$ cat config.mk
export PLATFORM = sky130hd
export DESIGN_NAME = button_debounce_long_press_top
export DESIGN_NICKNAME = d
export VERILOG_FILES = /design/src/rtl/core/bdlp_pkg.sv /design/src/rtl/core/bdlp_lane.sv /design/src/rtl/core/bdlp_long.sv /design/src/rtl/core/bdlp_merge.sv /design/src/rtl/core/button_debounce_long_press_top.sv
export SDC_FILE = /design/constraint.sdc
export NUM_CORES = 1
export LEC_CHECK = 0
export BUFFER_PORTS_ARGS = -buffer_cell sky130_fd_sc_hd__buf_2
export CAP_MARGIN = 20
export CORE_ASPECT_RATIO = 1.4
export CORE_UTILIZATION = 40
export CTS_CLUSTER_DIAMETER = 150
export DETAILED_ROUTE_END_ITERATION = 7
export MAX_ROUTING_LAYER = met4
export SLEW_MARGIN = 5
export SYNTH_ARGS = -nofsm -noshare
export SYNTH_HDL_FRONTEND = slang
export SYNTH_HIERARCHICAL = 1
export SYNTH_SLANG_ARGS = --single-unit
$ cat constraint.sdc
create_clock -name clk -period 8.37 [get_ports clk]
set_input_delay 1.2555 -clock clk [delete_from_list [all_inputs] [get_ports clk]]
set_output_delay 1.2555 -clock clk [all_outputs]
set_load 0.05 [all_outputs]
$ cat src/rtl/core/bdlp_pkg.sv
// Shared types and constants for the button debounce / long press block.
// No dependencies.
package bdlp_pkg;

	localparam int NUM_BTN = 3;
	localparam int TIME_W  = 32;
	localparam int CFG_W   = 16;
	localparam int EV_W    = 3;
	localparam int IDX_W   = 2;

	localparam logic [EV_W-1:0] EV_NONE         = 3'd0;
	localparam logic [EV_W-1:0] EV_ACTION_SHORT = 3'd1;
	localparam logic [EV_W-1:0] EV_CANCEL_SHORT = 3'd2;
	localparam logic [EV_W-1:0] EV_MODE_SHORT   = 3'd3;
	localparam logic [EV_W-1:0] EV_ACTION_LONG  = 3'd4;

	localparam logic [IDX_W-1:0] REG_ENABLE   = 2'd0;
	localparam logic [IDX_W-1:0] REG_DEBOUNCE = 2'd1;
	localparam logic [IDX_W-1:0] REG_LONG     = 2'd2;

	localparam logic [CFG_W-1:0] DEBOUNCE_RST = 16'd50;
	localparam logic [CFG_W-1:0] LONG_RST     = 16'd1000;

	// What one lane found for the current poll.
	typedef struct packed {
		logic settled;     // raw level stable for the debounce time
		logic short_ev;    // stable release of a pending press, not suppressed
		logic press_edge;  // stable press edge
		logic sp_n;        // next stable_pressed
		logic pp_n;        // next press_pending
	} lane_res_t;

endpackage

$ cat src/rtl/core/bdlp_lane.sv
// One button lane: raw level tracking, settle timer and stable edge detection.
// Depends on bdlp_pkg. State is committed only when the merge stage allows it.
module bdlp_lane import bdlp_pkg::*; (
	input  logic              clk,
	input  logic              arst_n,
	input  logic [TIME_W-1:0] now_ms,
	input  logic              level,
	input  logic [CFG_W-1:0]  debounce_ms,
	input  logic              long_sup,
	input  logic              commit,
	output lane_res_t         res
);

	logic              last_level_q;
	logic              stable_q;
	logic              pending_q;
	logic [TIME_W-1:0] change_q;

	logic              chg;
	logic [TIME_W-1:0] change_n;
	logic [TIME_W-1:0] elapsed;
	logic              settled;
	logic              pressed;
	logic              rel_edge;

	always_comb begin
		chg      = (level != last_level_q);
		change_n = chg ? now_ms : change_q;
		elapsed  = chg ? '0 : (now_ms - change_q);
		settled  = (elapsed >= {{(TIME_W-CFG_W){1'b0}}, debounce_ms});
		pressed  = ~level;
		res.settled    = settled;
		res.press_edge = settled && pressed && !stable_q;
		rel_edge       = settled && !pressed && stable_q;
		res.short_ev   = rel_edge && pending_q && !long_sup;
		res.sp_n       = res.press_edge ? 1'b1 : (rel_edge ? 1'b0 : stable_q);
		res.pp_n       = res.press_edge ? 1'b1 : (rel_edge ? 1'b0 : pending_q);
	end

	always_ff @(posedge clk or negedge arst_n) begin
		if (!arst_n) begin
			last_level_q <= 1'b1;
			stable_q     <= 1'b0;
			pending_q    <= 1'b0;
			change_q     <= '0;
		end else if (commit) begin
			last_level_q <= level;
			stable_q     <= res.sp_n;
			pending_q    <= res.pp_n;
			change_q     <= change_n;
		end
	end

endmodule

$ cat src/rtl/core/bdlp_long.sv
// Long-press tracker for the action button: hold start time and reported flag.
// Depends on bdlp_pkg. Fed by the action lane's result.
module bdlp_long import bdlp_pkg::*; (
	input  logic              clk,
	input  logic              arst_n,
	input  logic [TIME_W-1:0] now_ms,
	input  logic [CFG_W-1:0]  long_press_ms,
	input  lane_res_t         act,
	input  logic              commit,
	output logic              long_reported,
	output logic              long_ev
);

	logic [TIME_W-1:0] start_q;
	logic              reported_q;
	logic [TIME_W-1:0] start_n;
	logic              reported_n;
	logic [TIME_W-1:0] held;

	always_comb begin
		start_n    = act.press_edge ? now_ms : start_q;
		reported_n = act.press_edge ? 1'b0 : reported_q;
		held       = act.press_edge ? '0 : (now_ms - start_q);
		long_ev    = act.settled && act.sp_n && act.pp_n && !reported_n &&
			(held >= {{(TIME_W-CFG_W){1'b0}}, long_press_ms});
	end

	assign long_reported = reported_q;

	always_ff @(posedge clk or negedge arst_n) begin
		if (!arst_n) begin
			start_q    <= '0;
			reported_q <= 1'b0;
		end else if (commit) begin
			start_q    <= start_n;
			reported_q <= reported_n | long_ev;
		end
	end

endmodule

$ cat src/rtl/core/bdlp_merge.sv
// Merge stage: picks the first lane with an event and limits the state commit
// to that lane and the ones before it. Depends on bdlp_pkg.
module bdlp_merge import bdlp_pkg::*; (
	input  logic               go,
	input  lane_res_t          lane_res [NUM_BTN],
	input  logic               long_ev,
	output logic [NUM_BTN-1:0] commit,
	output logic [EV_W-1:0]    event_code
);

	logic ev0;
	logic ev1;

	always_comb begin
		ev0       = lane_res[0].short_ev || long_ev;
		ev1       = lane_res[1].short_ev;
		commit[0] = go;
		commit[1] = go && !ev0;
		commit[2] = go && !ev0 && !ev1;
		if (!go) begin
			event_code = EV_NONE;
		end else if (lane_res[0].short_ev) begin
			event_code = EV_ACTION_SHORT;
		end else if (long_ev) begin
			event_code = EV_ACTION_LONG;
		end else if (ev1) begin
			event_code = EV_CANCEL_SHORT;
		end else if (lane_res[2].short_ev) begin
			event_code = EV_MODE_SHORT;
		end else begin
			event_code = EV_NONE;
		end
	end

endmodule

$ cat src/rtl/core/button_debounce_long_press_top.sv
// Top level of the three-button debouncer with action long-press detection.
// Depends on bdlp_pkg, bdlp_lane, bdlp_long and bdlp_merge.
//
// Usage:
//   Poll channel (in_valid/in_stall): now_ms plus raw active-low levels of the
//   action, cancel and mode buttons. A transaction happens when in_valid is
//   high and in_stall is low.
//   Result channel (out_valid/out_stall): one event_res per poll, in order.
//   0 none, 1 action short, 2 cancel short, 3 mode short, 4 action long.
//   Config channel (cfg_valid/cfg_ready): cfg_index 0 enable, 1 debounce_ms,
//   2 long_press_ms. cfg_ready is always high; write only while idle.
//   Result: registered, valid in the cycle after the poll transaction.
//   Throughput: one poll per cycle while in_stall is low; three lanes evaluate all buttons in
//   parallel and the merge stage resolves the first event in that same cycle.
//   Stall: the output register holds its result while out_stall is high and
//   in_stall follows, so no new poll is taken until the result leaves.
//   Reset: disabled, debounce 50 ms, long press 1000 ms, all buttons released.
module button_debounce_long_press_top import bdlp_pkg::*; (
	input  logic              clk,
	input  logic              arst_n,
	input  logic              in_valid,
	output logic              in_stall,
	input  logic [TIME_W-1:0] now_ms,
	input  logic              action_level,
	input  logic              cancel_level,
	input  logic              mode_level,
	output logic              out_valid,
	input  logic              out_stall,
	output logic [EV_W-1:0]   event_res,
	input  logic              cfg_valid,
	output logic              cfg_ready,
	input  logic [IDX_W-1:0]  cfg_index,
	input  logic [CFG_W-1:0]  cfg_data
);

	logic               enable_q;
	logic [CFG_W-1:0]   debounce_q;
	logic [CFG_W-1:0]   long_q;
	logic               out_valid_q;
	logic [EV_W-1:0]    event_q;

	logic               accept;
	logic               go;
	logic [NUM_BTN-1:0] levels;
	logic [NUM_BTN-1:0] long_sup;
	logic [NUM_BTN-1:0] commit;
	lane_res_t          lane_res [NUM_BTN];
	logic               long_reported;
	logic               long_ev;
	logic [EV_W-1:0]    event_code;

	assign cfg_ready = 1'b1;
	assign in_stall  = out_valid_q && out_stall;
	assign accept    = in_valid && !in_stall;
	assign go        = accept && enable_q;
	assign levels    = {mode_level, cancel_level, action_level};
	assign long_sup  = {2'b00, long_reported};
	assign out_valid = out_valid_q;
	assign event_res = event_q;

	always_ff @(posedge clk or negedge arst_n) begin
		if (!arst_n) begin
			enable_q   <= 1'b0;
			debounce_q <= DEBOUNCE_RST;
			long_q     <= LONG_RST;
		end else if (cfg_valid && cfg_ready) begin
			case (cfg_index)
				REG_ENABLE:   enable_q   <= cfg_data[0];
				REG_DEBOUNCE: debounce_q <= cfg_data;
				REG_LONG:     long_q     <= cfg_data;
				default:      ;
			endcase
		end
	end

	genvar gi;
	generate
		for (gi = 0; gi < NUM_BTN; gi++) begin : g_lane
			bdlp_lane u_lane (
				.clk         (clk),
				.arst_n      (arst_n),
				.now_ms      (now_ms),
				.level       (levels[gi]),
				.debounce_ms (debounce_q),
				.long_sup    (long_sup[gi]),
				.commit      (commit[gi]),
				.res         (lane_res[gi])
			);
		end
	endgenerate

	bdlp_long u_long (
		.clk           (clk),
		.arst_n        (arst_n),
		.now_ms        (now_ms),
		.long_press_ms (long_q),
		.act           (lane_res[0]),
		.commit        (commit[0]),
		.long_reported (long_reported),
		.long_ev       (long_ev)
	);

	bdlp_merge u_merge (
		.go         (go),
		.lane_res   (lane_res),
		.long_ev    (long_ev),
		.commit     (commit),
		.event_code (event_code)
	);

	always_ff @(posedge clk or negedge arst_n) begin
		if (!arst_n) begin
			out_valid_q <= 1'b0;
		end else if (accept) begin
			out_valid_q <= 1'b1;
		end else if (!out_stall) begin
			out_valid_q <= 1'b0;
		end
	end

	always_ff @(posedge clk) begin
		if (accept) begin
			event_q <= event_code;
		end
	end

	a_commit_prefix: assert property (@(posedge clk) disable iff (!arst_n)
		commit[2] |-> (commit[1] && commit[0]))
		else $error("lane commit is not a prefix");

	a_disabled_none: assert property (@(posedge clk) disable iff (!arst_n)
		(accept && !enable_q) |=> (event_res == EV_NONE))
		else $error("event reported while disabled");

	a_long_rise: assert property (@(posedge clk) disable iff (!arst_n)
		$rose(long_reported) |-> ($past(long_ev) && $past(commit[0])))
		else $error("long press flag set without a long event");

	a_short_before_long: assert property (@(posedge clk) disable iff (!arst_n)
		!(lane_res[0].short_ev && long_ev))
		else $error("action short and long event in one poll");

endmodule

==> results.cfg <==
[status]
run_status = complete, no violations

[pwr]
pwr-share-seq_pct = 19.4
internal_power_w = 0.00382
share_clk_of_total_power_pct = 11.7
power.net_switching_w = 0.00349
report.power.total_w = 0.00731
vdd_ir_drop_max_uv = 174
switching_share_pct = 47.8
combPwrFrac_pct = 68.9
power_per_cell_area_nw_per_um2 = 392
cellLeakagePower_nw = 8.85

[timing]
fin_crit_ns = 7.85
worst_max_slew_margin_expressed_relative_to_the_limit_pct = 34.4
number_of_hold_violations_in_the_final_report = 0
final.setup.worst_slack_ns = 0.524
number_of_setup_violations_in_the_final_report = 0
min_period_over_period_pct = 93.7
max_freq_ghz = 0.127
maximum_clock_skew_at_final_layout_ns = 0.0123
final.hold.worst_slack_ns = 0.494
tightest_slew_ns = 0.976
final-max-slew-violation-count = 0

[global_routing]
grt_pass1_wl_um = 79400
grt_busiest_layer = met2
groute.layer.met1.usage_pct = 28.1
grt.overflow.total = 0
grt_antenna_before_repair = 2
globalRouteMet3Util_pct = 2.52
global_route.usage.met2_pct = 42.8
gr-usage-all-layers_pct = 24.7
grt_max_degree = 97
first_global_vias = 14200

[placed_design]
placedCellCount = 2519
dp_worst_setup_slack_ns = -0.00206
io_buffers = 62
routabilityCongestion = 0.930
postPlaceCellArea_um2 = 18000
post-dp-hpwl_um = 41200

[cts]
cts_max_path_buffers = 2
h_tree_levels = 4
postCtsResizedCells = 0
clkLatencyLatePin_ns = 0.46
cts.sinks = 175
hold_bufs_inserted_after_cts = 0
cts.clk_slew.worst_paths_ns = 0.07
cts_buffers = 17
clock_tree_from_tritoncts = yes
clock-root-buffer = sky130_fd_sc_hd__clkbuf_16
cts_post_setup_buffers_inserted = 0

[setup_path]
cp-start-kind = input port
required_time_at_the_worst_slack_endpoint_ns = 8.71
worstReg2RegEnd = g_lane[2].u_lane/change_q[3]
path_depth = 37
crit_path_top_delay_cell = sky130_fd_sc_hd__a211oi_1
critical_path_data_arrival_time_ns = 8.18
worstSetupPathType = input port to flop
delay_heaviest_family_cp = compound AO/OA/AOI/OAI gates
critPathMaxFanout = 30
critical_path.n_buffers_inverters = 4
critical_path_sink_type = flop
r2r_slack_ns = 1.01
cp_slowest_stage_delay_ns = 0.34
critical_path.reg2reg.startpoint = g_lane[0].u_lane/change_q[1]
reg2reg_depth = 37

[drt]
drtPass1Iterations = 5
dr.first_iter.drc_count = 818
postRouteAntennaNets = 0
vias_per_cell = 5.61
dr_total_vias = 14300
route.detailed.drc = 0
post_drt_wl_per_cell_um = 20.0
drt_wl_total_um = 51000

[die]
die_width_um = 176
fp-row-count = 88
initial_core_util_pct = 40.8
placeable_core_area_um2 = 41500
io_pins = 64
chipHeight_um = 245
die_area_um2 = 43100

[layout]
finish.instance_area_um2 = 18600
num-fill-cells = 4124
synthToLayoutAreaGrowth_pct = 10.1
area_of_combinational_cells_with_multiple_inputs_um2 = 11400
share_of_post_route_cells_with_drive_strength_above_1_pct = 20.1
register_area_um2 = 4410
final_cells = 2553
final_nets = 2248

[min_path]
min-delay-start = g_lane[1].u_lane/change_q[0]
min_delay_path_depth = 2
worstHoldEndpoint = g_lane[1].u_lane/change_q[0]
hold_removal_path_class = flop to flop

[synthesis]
postSynthCellCount = 1922
yosys_warnings = 6
syn_avg_cell_area_um2 = 8.80
syn_area_um2 = 16900

[run]
drv_cap = 0
## layout by cell type, fill, tap and decap left out, drive strengths merged, types with 6 or more instances in the layout
cell type    n
or2          9
xnor2       41
nor2b       19
nand2b      26
o31ai        6
buf        117
and3        12
nor4        10
dfstp       12
inv        228
o21ai       97
o211ai      22
nor2       139
and4        14
o21bai      11
mux2       158
xor2        37
a31oi       26
o22ai        6
clkbuf      22
dfrtp      160
ha         188
mux2i       13
or3          7
o21a        32
nand3       36
nor3b        6
a221oi       7
and2         7
a21o        59
nand2      131
o2111ai      8
a21oi      161
nand4       34
a211oi      25
a211o        7
nor3        37
## routing by layer
layer  up-vias  routed length (µm)
met5         -                   0
met4         0                2560
met3        74                1480
met2       290               25700
met1      6917               21400
li1       7050                   -
## power groups by stage
stage	combinational, W	clock [W]	sequential, W
after floorplan	0.00384	0	0.00137
after global placement	0.00488	0	0.00142
after detailed placement	0.00496	0	0.00144
after CTS	0.00499	0.000881	0.00142
after global routing	0.00560	0.000912	0.00147
final	0.00504	0.000855	0.00142
## cell type report
type                       count  area share [%]
multi-input combinational   1464            60.9
sequential                   175            23.7
inverter                     222            4.47
tap                          540            3.63
clock inverter                11           0.631
timing repair buffer         118            4.03
antenna                        2          0.0269
clock buffer                  21            2.64
## state kept, by name, summed over array words and instances, names as in the netlist, 3 cells and up
name,cells
debounce_q,16
g_lane.u_lane/last_level_q,3
g_lane.u_lane/pending_q,3
g_lane.u_lane/stable_q,3
g_lane.u_lane/change_q,96
event_res,3
long_q,16
u_long/start_q,32
## worst register-to-register path: cells and delay by family, from the launching register on
| kind | cells | cell delay, ns |
|---|---|---|
| buffers and inverters | 4 | 0.62 |
| xor gates and xnor gates | 1 | 0.16 |
| DFF | 1 | 0.41 |
| AOI/OAI and AO/OA | 15 | 3.09 |
| and+or+nand+nor | 13 | 1.85 |
| adders and majority gates | 3 | 0.81 |
| muxes | 1 | 0.31 |
## how the worst max path moves through the flow
stage          startpoint                             to  slack (ns)
2_1_floorplan   now_ms[0]  g_lane[2].u_lane/change_q[10]        0.38
3_3_place_gp    now_ms[0]   g_lane[1].u_lane/change_q[4]        0.12
3_5_place_dp    now_ms[0]  g_lane[2].u_lane/change_q[28]      -0.002
4_1_cts         now_ms[0]   g_lane[2].u_lane/change_q[3]        0.45
5_1_grt         now_ms[1]  g_lane[1].u_lane/change_q[20]     -0.0005
6_report        now_ms[1]   g_lane[2].u_lane/change_q[3]        0.52
## metrics by stage
step | TNS, ns | util [%]
after floorplan | 0 | -
after global placement | 0 | 43.4
after detailed placement | -0.00206 | 43.4
after CTS | 0 | 44.8
after global routing | -0.000586 | 44.9
final | 0 | 44.9
No activity file was read; power rests on OpenSTA's default activity.
